[src/design/tes_pkg.sv]
`default_nettype none

package tes_pkg;

  localparam int TIME_W = 48;
  localparam int IVL_W  = 32;
  localparam int ID_W   = 4;
  localparam int CMD_W  = 2;

  localparam logic [CMD_W-1:0] CMD_ADD    = 2'd0;
  localparam logic [CMD_W-1:0] CMD_CANCEL = 2'd1;
  localparam logic [CMD_W-1:0] CMD_TICK   = 2'd2;

  localparam logic [TIME_W-1:0] TIME_MAX = '1;

  typedef enum logic [3:0] {
    S_IDLE,
    S_PRE_SCAN,
    S_ADD_WR,
    S_DUE_SCAN,
    S_PICK_SCAN,
    S_FIRE,
    S_REARM,
    S_SUM_SCAN,
    S_SUM
  } state_t;

  typedef struct packed {
    logic exp_en;
    logic ivl_en;
  } slot_wr_t;

endpackage

`default_nettype wire

[src/design/tes_in_if.sv]
`default_nettype none

interface tes_in_if;
  logic                       valid;
  logic                       ready;
  logic [tes_pkg::CMD_W-1:0]  cmd;
  logic [tes_pkg::ID_W-1:0]   timer_id;
  logic [tes_pkg::TIME_W-1:0] expiry_time;
  logic [tes_pkg::IVL_W-1:0]  repeat_interval;
  logic [tes_pkg::TIME_W-1:0] now_time;

  modport source (
    output valid, cmd, timer_id, expiry_time, repeat_interval, now_time,
    input  ready
  );
  modport sink (
    input  valid, cmd, timer_id, expiry_time, repeat_interval, now_time,
    output ready
  );
endinterface

`default_nettype wire

[src/design/tes_out_if.sv]
`default_nettype none

interface tes_out_if;
  logic                       valid;
  logic                       ready;
  logic                       fired;
  logic [tes_pkg::ID_W-1:0]   fired_id;
  logic                       deadline_valid;
  logic [tes_pkg::TIME_W-1:0] next_deadline;
  logic                       earliest_changed;
  logic                       last;

  modport source (
    output valid, fired, fired_id, deadline_valid, next_deadline, earliest_changed, last,
    input  ready
  );
  modport sink (
    input  valid, fired, fired_id, deadline_valid, next_deadline, earliest_changed, last,
    output ready
  );
endinterface

`default_nettype wire

[src/design/tes_slot_mem.sv]
`default_nettype none

module tes_slot_mem #(
  parameter int NUM_TIMERS = 16
) (
  input  logic                              clk,
  input  tes_pkg::slot_wr_t                 wr,
  input  logic [$clog2(NUM_TIMERS)-1:0]     wr_addr,
  input  logic [tes_pkg::TIME_W-1:0]        wr_exp,
  input  logic [tes_pkg::IVL_W-1:0]         wr_ivl,
  input  logic [$clog2(NUM_TIMERS)-1:0]     rd_addr,
  output logic [tes_pkg::TIME_W-1:0]        rd_exp,
  output logic [tes_pkg::IVL_W-1:0]         rd_ivl
);
  import tes_pkg::*;

  logic [TIME_W-1:0] mem_exp [NUM_TIMERS];
  logic [IVL_W-1:0]  mem_ivl [NUM_TIMERS];

  always_ff @(posedge clk) begin
    if (wr.exp_en) begin
      mem_exp[wr_addr] <= wr_exp;
    end
    if (wr.ivl_en) begin
      mem_ivl[wr_addr] <= wr_ivl;
    end
    rd_exp <= mem_exp[rd_addr];
    rd_ivl <= mem_ivl[rd_addr];
  end

endmodule

`default_nettype wire

[src/design/timer_expiry_scheduler_core.sv]
// cancel, unknown commands, out-of-range add: summary scan; add: pre-scan, slot write, summary scan;
// tick: due scan, then pick scan, fire and rearm per fired slot, last pick scan, summary scan
// every slot scan reads the slot memory one entry per cycle through its single read port
// and one shared 48-bit compare unit; one command in flight, next one taken once the summary is loaded
// reset clears the sequencer, the armed marks and the output valid flag
`default_nettype none

module timer_expiry_scheduler_core #(
  parameter int NUM_TIMERS = 16
) (
  input  logic             clk,
  input  logic             rst,
  tes_in_if.sink           req,
  tes_out_if.source        rsp
);
  import tes_pkg::*;

  localparam int IW = $clog2(NUM_TIMERS);
  localparam int CW = IW + 1;
  localparam int XW = CW + ID_W;

  state_t state;
  state_t state_next;

  logic [CW-1:0]     cnt;
  logic              rd_valid;
  logic [IW-1:0]     rd_idx;
  logic [NUM_TIMERS-1:0] armed;
  logic [NUM_TIMERS-1:0] due;

  logic [TIME_W-1:0] time_q;
  logic [IVL_W-1:0]  ivl_q;
  logic [IW-1:0]     id_q;
  logic              changed;

  logic              any;
  logic [TIME_W-1:0] best_exp;
  logic [IW-1:0]     best_idx;
  logic [IVL_W-1:0]  best_ivl;

  logic [TIME_W-1:0] rd_exp;
  logic [IVL_W-1:0]  rd_ivl;

  logic              accept;
  logic              id_ok;
  logic [IW-1:0]     req_idx;
  logic              scanning;
  logic              issue;
  logic              scan_done;
  logic              scan_enter;
  logic              out_free;
  logic              load_fire;
  logic              load_sum;
  logic [TIME_W-1:0] cmp_a;
  logic [TIME_W-1:0] cmp_b;
  logic              lt;
  logic              cand;
  logic              take;
  logic [TIME_W:0]   rearm_sum;
  logic [TIME_W-1:0] rearm_exp;
  slot_wr_t          wr;
  logic [IW-1:0]     wr_addr;
  logic [TIME_W-1:0] wr_exp;

  assign accept  = req.valid && req.ready;
  assign id_ok   = XW'(req.timer_id) < XW'(NUM_TIMERS);
  assign req_idx = IW'(req.timer_id);

  // next state
  always_comb begin
    state_next = state;
    case (state)
      S_IDLE: begin
        if (req.valid) begin
          if (req.cmd == CMD_ADD && id_ok) begin
            state_next = S_PRE_SCAN;
          end else if (req.cmd == CMD_TICK) begin
            state_next = S_DUE_SCAN;
          end else begin
            state_next = S_SUM_SCAN;
          end
        end
      end
      S_PRE_SCAN: begin
        if (scan_done) begin
          state_next = S_ADD_WR;
        end
      end
      S_ADD_WR: begin
        state_next = S_SUM_SCAN;
      end
      S_DUE_SCAN: begin
        if (scan_done) begin
          state_next = S_PICK_SCAN;
        end
      end
      S_PICK_SCAN: begin
        if (scan_done) begin
          state_next = any ? S_FIRE : S_SUM_SCAN;
        end
      end
      S_FIRE: begin
        if (out_free) begin
          state_next = S_REARM;
        end
      end
      S_REARM: begin
        state_next = S_PICK_SCAN;
      end
      S_SUM_SCAN: begin
        if (scan_done) begin
          state_next = S_SUM;
        end
      end
      S_SUM: begin
        if (out_free) begin
          state_next = S_IDLE;
        end
      end
      default: begin
        state_next = S_IDLE;
      end
    endcase
  end

  // sequencer controls
  always_comb begin
    scanning   = (state == S_PRE_SCAN) || (state == S_DUE_SCAN) ||
                 (state == S_PICK_SCAN) || (state == S_SUM_SCAN);
    issue      = scanning && (cnt != CW'(NUM_TIMERS));
    scan_done  = scanning && (cnt == CW'(NUM_TIMERS)) && !rd_valid;
    scan_enter = (state_next != state) &&
                 ((state_next == S_PRE_SCAN) || (state_next == S_DUE_SCAN) ||
                  (state_next == S_PICK_SCAN) || (state_next == S_SUM_SCAN));
    out_free   = !rsp.valid || rsp.ready;
    load_fire  = (state == S_FIRE) && out_free;
    load_sum   = (state == S_SUM) && out_free;
    req.ready  = (state == S_IDLE);
    wr.exp_en  = (state == S_ADD_WR) || ((state == S_REARM) && (best_ivl != '0));
    wr.ivl_en  = (state == S_ADD_WR);
    wr_addr    = (state == S_ADD_WR) ? id_q : best_idx;
    wr_exp     = (state == S_ADD_WR) ? time_q : rearm_exp;
  end

  // shared compare unit
  always_comb begin
    if (state == S_DUE_SCAN) begin
      cmp_a = time_q;
      cmp_b = rd_exp;
    end else begin
      cmp_a = rd_valid ? rd_exp : time_q;
      cmp_b = best_exp;
    end
    lt   = cmp_a < cmp_b;
    cand = (state == S_PICK_SCAN) ? due[rd_idx] : armed[rd_idx];
    take = rd_valid && (state != S_DUE_SCAN) && cand && (!any || lt);
  end

  assign rearm_sum = {1'b0, time_q} + (TIME_W + 1)'(best_ivl);
  assign rearm_exp = rearm_sum[TIME_W] ? TIME_MAX : rearm_sum[TIME_W-1:0];

  tes_slot_mem #(
    .NUM_TIMERS (NUM_TIMERS)
  ) u_slot_mem (
    .clk     (clk),
    .wr      (wr),
    .wr_addr (wr_addr),
    .wr_exp  (wr_exp),
    .wr_ivl  (ivl_q),
    .rd_addr (cnt[IW-1:0]),
    .rd_exp  (rd_exp),
    .rd_ivl  (rd_ivl)
  );

  always_ff @(posedge clk) begin
    if (rst) begin
      state     <= S_IDLE;
      cnt       <= '0;
      rd_valid  <= 1'b0;
      armed     <= '0;
      rsp.valid <= 1'b0;
    end else begin
      state    <= state_next;
      rd_valid <= issue;
      if (scan_enter) begin
        cnt <= '0;
      end else if (issue) begin
        cnt <= cnt + 1'b1;
      end
      if (accept && req.cmd == CMD_CANCEL && id_ok) begin
        armed[req_idx] <= 1'b0;
      end
      if (state == S_ADD_WR) begin
        armed[id_q] <= 1'b1;
      end
      if (state == S_REARM && best_ivl == '0) begin
        armed[best_idx] <= 1'b0;
      end
      if (load_fire || load_sum) begin
        rsp.valid <= 1'b1;
      end else if (rsp.ready) begin
        rsp.valid <= 1'b0;
      end
    end
  end

  always_ff @(posedge clk) begin
    rd_idx <= cnt[IW-1:0];
    if (accept) begin
      time_q  <= (req.cmd == CMD_ADD) ? req.expiry_time : req.now_time;
      ivl_q   <= req.repeat_interval;
      id_q    <= req_idx;
      changed <= 1'b0;
    end
    if (state == S_PRE_SCAN && scan_done) begin
      changed <= !any || lt;
    end
    if (scan_enter) begin
      any <= 1'b0;
    end else if (take) begin
      any      <= 1'b1;
      best_exp <= rd_exp;
      best_idx <= rd_idx;
      best_ivl <= rd_ivl;
    end
    if (state == S_DUE_SCAN && rd_valid) begin
      due[rd_idx] <= armed[rd_idx] && !lt;
    end
    if (load_fire) begin
      due[best_idx] <= 1'b0;
    end
    if (load_fire) begin
      rsp.fired            <= 1'b1;
      rsp.fired_id         <= ID_W'(best_idx);
      rsp.deadline_valid   <= 1'b0;
      rsp.next_deadline    <= '0;
      rsp.earliest_changed <= 1'b0;
      rsp.last             <= 1'b0;
    end else if (load_sum) begin
      rsp.fired            <= 1'b0;
      rsp.fired_id         <= '0;
      rsp.deadline_valid   <= any;
      rsp.next_deadline    <= any ? best_exp : '0;
      rsp.earliest_changed <= changed;
      rsp.last             <= 1'b1;
    end
  end

  a_accept_leaves_idle: assert property (@(posedge clk) disable iff (rst)
    accept |=> (state != S_IDLE))
    else $error("sequencer stayed idle after an accepted command");

  a_read_only_in_scan: assert property (@(posedge clk) disable iff (rst)
    rd_valid |-> ((state == S_PRE_SCAN) || (state == S_DUE_SCAN) ||
                  (state == S_PICK_SCAN) || (state == S_SUM_SCAN)))
    else $error("slot read returned outside a scan");

  a_fire_not_last: assert property (@(posedge clk) disable iff (rst)
    (rsp.valid && rsp.fired) |-> (!rsp.last && !rsp.deadline_valid && !rsp.earliest_changed))
    else $error("fired result carries summary fields");

  a_summary_rearm: assert property (@(posedge clk) disable iff (rst)
    load_fire |=> (state == S_REARM))
    else $error("fired slot not followed by its rearm step");

endmodule

`default_nettype wire

[src/flat_wrapper.sv]
// flat-port wrapper written by rule: the top's interface ports become plain ports
module timer_expiry_scheduler_core_flat import tes_pkg::*;
#(
  parameter int NUM_TIMERS = 16
)
  (clk, rst, req_valid, req_cmd, req_timer_id, req_expiry_time, req_repeat_interval, req_now_time, req_ready, rsp_valid, rsp_fired, rsp_fired_id, rsp_deadline_valid, rsp_next_deadline, rsp_earliest_changed, rsp_last, rsp_ready);
  tes_in_if req_i ();
  tes_out_if rsp_i ();
  input  logic clk;
  input  logic rst;
  input wire logic [$bits(req_i.valid)-1:0] req_valid;
  input wire logic [$bits(req_i.cmd)-1:0] req_cmd;
  input wire logic [$bits(req_i.timer_id)-1:0] req_timer_id;
  input wire logic [$bits(req_i.expiry_time)-1:0] req_expiry_time;
  input wire logic [$bits(req_i.repeat_interval)-1:0] req_repeat_interval;
  input wire logic [$bits(req_i.now_time)-1:0] req_now_time;
  output wire logic [$bits(req_i.ready)-1:0] req_ready;
  output wire logic [$bits(rsp_i.valid)-1:0] rsp_valid;
  output wire logic [$bits(rsp_i.fired)-1:0] rsp_fired;
  output wire logic [$bits(rsp_i.fired_id)-1:0] rsp_fired_id;
  output wire logic [$bits(rsp_i.deadline_valid)-1:0] rsp_deadline_valid;
  output wire logic [$bits(rsp_i.next_deadline)-1:0] rsp_next_deadline;
  output wire logic [$bits(rsp_i.earliest_changed)-1:0] rsp_earliest_changed;
  output wire logic [$bits(rsp_i.last)-1:0] rsp_last;
  input wire logic [$bits(rsp_i.ready)-1:0] rsp_ready;
  assign req_i.valid = req_valid;
  assign req_i.cmd = req_cmd;
  assign req_i.timer_id = req_timer_id;
  assign req_i.expiry_time = req_expiry_time;
  assign req_i.repeat_interval = req_repeat_interval;
  assign req_i.now_time = req_now_time;
  assign req_ready = req_i.ready;
  assign rsp_valid = rsp_i.valid;
  assign rsp_fired = rsp_i.fired;
  assign rsp_fired_id = rsp_i.fired_id;
  assign rsp_deadline_valid = rsp_i.deadline_valid;
  assign rsp_next_deadline = rsp_i.next_deadline;
  assign rsp_earliest_changed = rsp_i.earliest_changed;
  assign rsp_last = rsp_i.last;
  assign rsp_i.ready = rsp_ready;
  timer_expiry_scheduler_core #(.NUM_TIMERS(NUM_TIMERS)) u_core (.clk(clk), .rst(rst), .req(req_i), .rsp(rsp_i));
endmodule
[config.mk]
export PLATFORM = sky130hd
export DESIGN_NAME = timer_expiry_scheduler_core_flat
export DESIGN_NICKNAME = d
export VERILOG_FILES = /design/src/design/tes_pkg.sv /design/src/design/tes_in_if.sv /design/src/design/tes_out_if.sv /design/src/design/tes_slot_mem.sv /design/src/design/timer_expiry_scheduler_core.sv /design/src/flat_wrapper.sv
export SDC_FILE = /design/constraint.sdc
export NUM_CORES = 2
export LEC_CHECK = 0
export ABC_AREA = 1
export BUFFER_PORTS_ARGS = -buffer_cell sky130_fd_sc_hd__buf_2
export CAP_MARGIN = 20
export CELL_PAD_IN_SITES_DETAIL_PLACEMENT = 2
export CELL_PAD_IN_SITES_GLOBAL_PLACEMENT = 2
export CORE_MARGIN = 2
export CORE_UTILIZATION = 45
export CTS_BUF_LIST = sky130_fd_sc_hd__clkbuf_8
export CTS_CLUSTER_DIAMETER = 100
export DETAILED_ROUTE_END_ITERATION = 7
export GPL_TIMING_DRIVEN = 0
export PLACE_DENSITY = 0.78
export SLEW_MARGIN = 20
export SYNTH_ARGS = -nofsm -noshare
export SYNTH_HDL_FRONTEND = slang
export SYNTH_SLANG_ARGS = --single-unit
[constraint.sdc]
create_clock -name clk -period 6.9 [get_ports clk]
set_input_delay 1.38 -clock clk [delete_from_list [all_inputs] [get_ports clk]]
set_output_delay 1.38 -clock clk [all_outputs]
set_load 0.01 [all_outputs]
Word-level counts from Yosys, hierarchy flattened --
Memory sizes are Yosys's and may differ from the RTL's. A register that Yosys moved wholly into a read port is not among the register bits. Cells that the tools add are included.
Word-level totals: flip-flop bits (word level) 273, RAM bits 1280, input port bits 138, output and inout bits 58, word-level logic and storage cells 152, memories 2
Cells by class: $add $sub $neg 2, $lt $le $gt $ge 9, equal/unequal tests 18, mux-type cells 50, bitwise operators 7, reduce and logical (&&, ||, !) cells 43
Memory list:
- u_core.u_slot_mem.mem_exp | depth 16, bits a word 48, rd ports 1, clocked after memory_dff 1, wr ports 1, line tes_slot_mem.sv:17 | logic [TIME_W-1:0] mem_exp [NUM_TIMERS];
- u_core.u_slot_mem.mem_ivl | depth 16, bits a word 32, rd ports 1, clocked after memory_dff 1, wr ports 1, line tes_slot_mem.sv:18 | logic [IVL_W-1:0] mem_ivl [NUM_TIMERS];
Operators with widths (number):
- $mux 48 | 7
- $mux 16 | 7
- $add 48x32->49 | 1
- $and 16x16->16 | 3
- $lt 48x48->1 | 1
- $mux 4 | 11
- $pmux 4 s9 | 1
- $logic_not 32->1 | 1
- $not 16->16 | 2
- $reduce_bool 32->1 | 1
- $eq 4x3->1 const B | 6
- $logic_and 1x1->1 | 20
- $lt 4x5->1 const B | 4
- $bwmux 16 | 1
- $demux 1 s4 | 4
- $ge 4x1->1 const B | 4
- $or 16x16->16 | 1
- $mux 1 | 15
- $eq 4x2->1 const B | 3
- $logic_or 1x1->1 | 10
- $bmux 1 s4 | 2
- $eq 4x1->1 const B | 2
- $reduce_bool 2->1 | 3
- $add 5x1->5 const B | 1
- other kinds (15) | 18

Logic depth before layout (Yosys ltp) --
depth in word-level cells 15, mapped depth 22, depth with buffers taken out 20

Hierarchy --
From an unflattened synthesis, not the netlist that was laid out.
Unflattened totals: cells, all modules 7092, area, all modules 71832.6 um^2
By module, submodules not included:
- tes_slot_mem | instances 1, cells each 5289, area an instance 56322.8 um^2, sequential area each 40038.4 um^2
- timer_expiry_scheduler_core | instances 1, cells each 1803, area an instance 15509.9 um^2, sequential area each 7196.9 um^2

Least setup slack after synthesis --
Ideal clock, no wire load.
path type input -> register, from input req_valid, to register u_core.best_exp[0] (enable), library setup time 0.460 ns, arrival time 5.990 ns, required time 6.440 ns, setup slack 0.450 ns, stages on the path 10, buffers on the path 0, cells stage by stage nand2_2 inv_1 nor3_1 nand2_1 inv_1 nand2_1 nand3_1 nand2_2 nand2_1 nor2_2
On the way: cells in the longest elaborated chain, start to end 9, elaborated cells on any way between the ends 13, classes of those cells 5 x eq/ne; 2 x mux; 1 x bitwise; 5 x reduce/logical
RTL lines:
- start, declared | line flat_wrapper.sv:11 | input wire logic [$bits(req_i.valid)-1:0] req_valid;
- $mux 4 (*) | line timer_expiry_scheduler_core.sv:74 | if (req.valid) begin
- $pmux 4 s9 (*) | line timer_expiry_scheduler_core.sv:72 | case (state)
- $eq 4x1->1 or $eq 4x2->1 (tied branches) | line timer_expiry_scheduler_core.sv:133 | ((state_next == S_PRE_SCAN) || (state_next == S_DUE_SCAN) ||
- $logic_or 1x1->1 (2 in series) | line timer_expiry_scheduler_core.sv:133
- $logic_or 1x1->1 | line timer_expiry_scheduler_core.sv:134 | (state_next == S_PICK_SCAN) || (state_next == S_SUM_SCAN));
- $logic_and 1x1->1 (*) | line timer_expiry_scheduler_core.sv:132 | scan_enter = (state_next != state) &&
- $not 1->1 (no source line) (*)
- $reduce_and 2->1 (no source line) (*)
- end signal, assigned | line timer_expiry_scheduler_core.sv:222 | best_exp <= rd_exp;
- end, declared | line timer_expiry_scheduler_core.sv:37 | logic [TIME_W-1:0] best_exp;
Every way passes the cells marked *; elsewhere a longest branch is shown, timed or not. A chain may end at the register's enable or synchronous reset.

Worst setup path after layout --
from register u_core.cnt[0], to register u_core.best_exp[41] (enable)
On the way: cells in the longest elaborated chain, start to end 12, elaborated cells on any way between the ends 19, classes of those cells 6 x eq/ne; 5 x mux; 1 x bitwise; 7 x reduce/logical
RTL lines:
- start, declared | line timer_expiry_scheduler_core.sv:25 | logic [CW-1:0] cnt;
- start signal, assigned | line timer_expiry_scheduler_core.sv:188 | cnt <= cnt + 1'b1;
- $eq 5x5->1 (*) | line timer_expiry_scheduler_core.sv:131 | scan_done = scanning && (cnt == CW'(NUM_TIMERS)) && !rd_valid;
- $logic_and 1x1->1 (*) (2 in series) | line timer_expiry_scheduler_core.sv:131
- $mux 4, on equally long branches
- $pmux 4 s9 (*) | line timer_expiry_scheduler_core.sv:72
- $eq 4x1->1 or $eq 4x2->1 (tied branches) | line timer_expiry_scheduler_core.sv:133
- $logic_or 1x1->1 (2 in series) | line timer_expiry_scheduler_core.sv:133
- $logic_or 1x1->1 | line timer_expiry_scheduler_core.sv:134
- $logic_and 1x1->1 (*) | line timer_expiry_scheduler_core.sv:132
- $not 1->1 (no source line) (*)
- $reduce_and 2->1 (no source line) (*)
Marked as above.

==> qor.txt <==
Status = finished, final reports clean
Area Growth Syn to Fin = 16.2%
Core area = 0.146 mm2
Cells along the critical path = clkbuf_2 > inv_1 > buf_2 > clkbuf_2 > clkbuf_1 > ha_1 > nand4_1 > nor2_1 > nand2_4 > nand2_1 > o2111ai_1 > nor2_2 > xor2_1 > nand3_1 > nand2_2 > nand2_1 > nor2_4 > buf_12 > buf_12
CTS tree = done
Synth Warn # = 0
Finished Layout Cells = 8107
Ys flop type = edfxtp_1
Post-synthesis sequential area ratio = 71.4%
Main combinational cell family by area after synthesis = compound AO/OA/AOI/OAI gates
Crit. End Element = flop
Nets@finish = 6186
Data arrival time of the worst path = 7290 ps
Worst EP required = 7560 ps
TritonCTS buffer count = 293
Hold Buf Count CTS = 0
Tot GR Track Use = 38.9%
# IOs = 196
Multi-input gate area = 0.0171 mm2
Max_cap viols = 0
DRC errors left = 0
Largest net degree at the start of global routing = 50
Hold slack = 426 ps
Slowest-stage cell, CP = clkbuf_1
Via count = 52237
Slowest stage delay, CP = 850 ps
Die ar. = 0.150 mm2
Hold Crit Class = reg -> reg
Die Y = 387 um
H-tree levels = 5
Share of cells above drive strength 1 = 13.1%
Rel. slew slack = 14.9%
# setup viols final = 0
Setup Buffers After CTS = 0
Setup Skew = 102 ps
Average cell area after synthesis = 12.3 um2
Drt pass-1 iters = 6
Skew-Pair Late Insertion Delay = 1050 ps
Clock tree buffer depth = 4
Total grt overflow = 0
Post-CTS resize count = 0
Critical path class = reg -> reg
Fmax = 151 MHz
Min Tclk post-route = 6640 ps
Max IR drop VDD = 260 uV
Main area contributors after synthesis = edfxtp_1 (66%), o21ai_0 (6.0%), dfxtp_1 (5.4%), nor2_1 (4.7%), nand2_1 (2.8%)
FF/Latch Area = 0.0472 mm2
PortBufs = 195
Final GP Congestion = 1.02
Multiplexer share of the synthesized area = 1.07%
EDFF count, synth = 1453
Vias in the first global route = 56155
Final period util = 96.2%
Worst setup SP type = flop
Number of library cell types mapped by synthesis = 52
Yosys top cell by area = edfxtp_1
Simple-Gate Fraction of Synth Area = 10.2%
Placed insts = 7587
Initial Util = 45.4%
RSZ-0062 raised after global routing = no
Clock transition at path regs = 70 ps
Aggregate negative setup slack = 0 ps
Flops & latches, synth = 1633
Most frequent cells after synthesis = edfxtp_1 (1453), nor2_1 (826), o21ai_0 (797)
Remaining antenna violation count = 0
Post-synthesis xor/xnor area fraction = 0.437%
Final hold violation count = 0
Measured slew at the worst slew-check pin = 1280 ps
Drt wl/cell = 36.5 um
Vias per Instance = 6.44
# rows = 140
Synthesized area = 0.0661 mm2
Detailed Route Iter0 Violations = 6038
Complex-gate fraction of the synthesized area = 12.0%
Clk root buf = clkbuf_8
Synthesized Nets = 5615
Pwr/cell area = 396 mW/mm2
Clock Sinks = 1633
Leakage power = 27.0 nW
Crit path max fanout = 25
First-pass GRT wire length = 419000 um
FILL cells = 13876
Top-count cell post-synth = edfxtp_1
Top-area cell type share of the netlist area = 66.0%
Async S/R FF share, synth = 0%
Initial antenna violation count = 38
Width of the chip = 387 um
Post-synthesis adder-cell area fraction = 1.56%
Post-DP HPWL = 196000 um
Synthesized instance count = 5395
Fin. max-slew vios = 0
Routed wire length = 296000 um
-- final cells by class --
type / instances / share of cell area, %
buffer: 315 / 1.62
inverter: 239 / 1.17
clock buffer: 320 / 5.73
antenna: 17 / 0.0554
sequential: 1633 / 61.5
multi-input combinational: 3208 / 22.3
tap: 1917 / 3.12
timing repair buffer: 276 / 3.48
clock inverter: 182 / 1.06
-- per-stage QoR --
stage / instance area (um2) / utilization [%] / power [mW] / setup slack (ps)
6_report: 76800 / 52.7 / 30.4 / 261
5_1_grt: 76800 / 52.7 / 31.1 / 149
4_1_cts: 76800 / 52.7 / 30.1 / 438
3_5_place_dp: 71500 / 49.1 / 21.1 / 506
3_3_place_gp: 69500 / 47.7 / 20.0 / -2550
2_1_floorplan: 66100 / - / 16.9 / 450
-- cell families (layout without fill, tap and decap cells) --
group	after synthesis	in the layout
muxes	65	65
buffers and inverters	554	1332
adders and majority gates	82	82
xor gates and xnor gates	33	33
AOI/OAI and AO/OA	1372	1372
other	0	17
DFF	1633	1633
and+or+nand+nor	1656	1656
-- metal layers --
layer	global-route usage, %	routed length [um]	share of wire (%)
met1	46.7	108000	36
met2	63.7	141000	48
met3	9.72	29400	9.9
met4	22.6	18500	6.2
met5	0	99	0.033
-- critical path, delay by kind of cell, from the launching register on --
kind | cells | cell delay, ps
buffers and inverters | 7 | 2960
AOI/OAI and AO/OA | 1 | 110
adders and majority gates | 1 | 340
DFF | 1 | 520
xor gates and xnor gates | 1 | 180
and+or+nand+nor | 9 | 2080
-- sequential cells by signal (all words and copies together), names as in the netlist, 16 cells and up --
signal,cells
u_core.armed,16
u_core.best_exp,48
u_core.best_ivl,32
u_core.due,16
u_core.ivl_q,32
u_core.rsp.next_deadline,48
u_core.time_q,48
u_core.u_slot_mem.mem_exp,768
u_core.u_slot_mem.mem_ivl,512
u_core.u_slot_mem.rd_exp,48
u_core.u_slot_mem.rd_ivl,32
-- where the power goes --
part	switching, mW	internal, mW
registers	0.890	12.8
clock network	4.45	4.39
logic	6.17	1.70
total	11.5	18.9
-- cell usage in the layout, fill, tap and decap left out, types with 7 or more instances in the layout --
cell type,count
buf_6,8
ha_1,81
xnor2_1,17
o22ai_1,225
nor2_1,793
nand3_1,246
inv_1,338
a31oi_1,32
nand4_1,18
mux2_2,48
nor2_4,36
a21oi_1,72
clkbuf_8,320
inv_2,10
xor2_1,16
dfxtp_1,180
clkinv_2,16
a22oi_1,13
edfxtp_1,1453
o221ai_1,132
nor4_1,11
buf_16,30
nor3_1,15
clkinv_1,50
buf_1,27
a21oi_2,21
o211ai_1,36
nand2_1,501
clkbuf_2,13
buf_2,214
a21o_1,7
o21ai_0,797
mux2i_1,17
buf_12,37
nor2_2,13
clkbuf_1,256
diode_2,17
-- final timing paths --
path	from	end	slack [ps]	cells past startpoint
setup / recovery	u_core.cnt[0]	u_core.best_exp[41]	260	19
hold / removal	u_core.u_slot_mem.rd_ivl[29]	u_core.best_ivl[29]	430	0
setup reg to reg	u_core.cnt[0]	u_core.best_exp[41]	260	19
hold reg to reg	u_core.u_slot_mem.rd_ivl[29]	u_core.best_ivl[29]	430	0
Note: power is estimated with default switching activity, not from simulation.
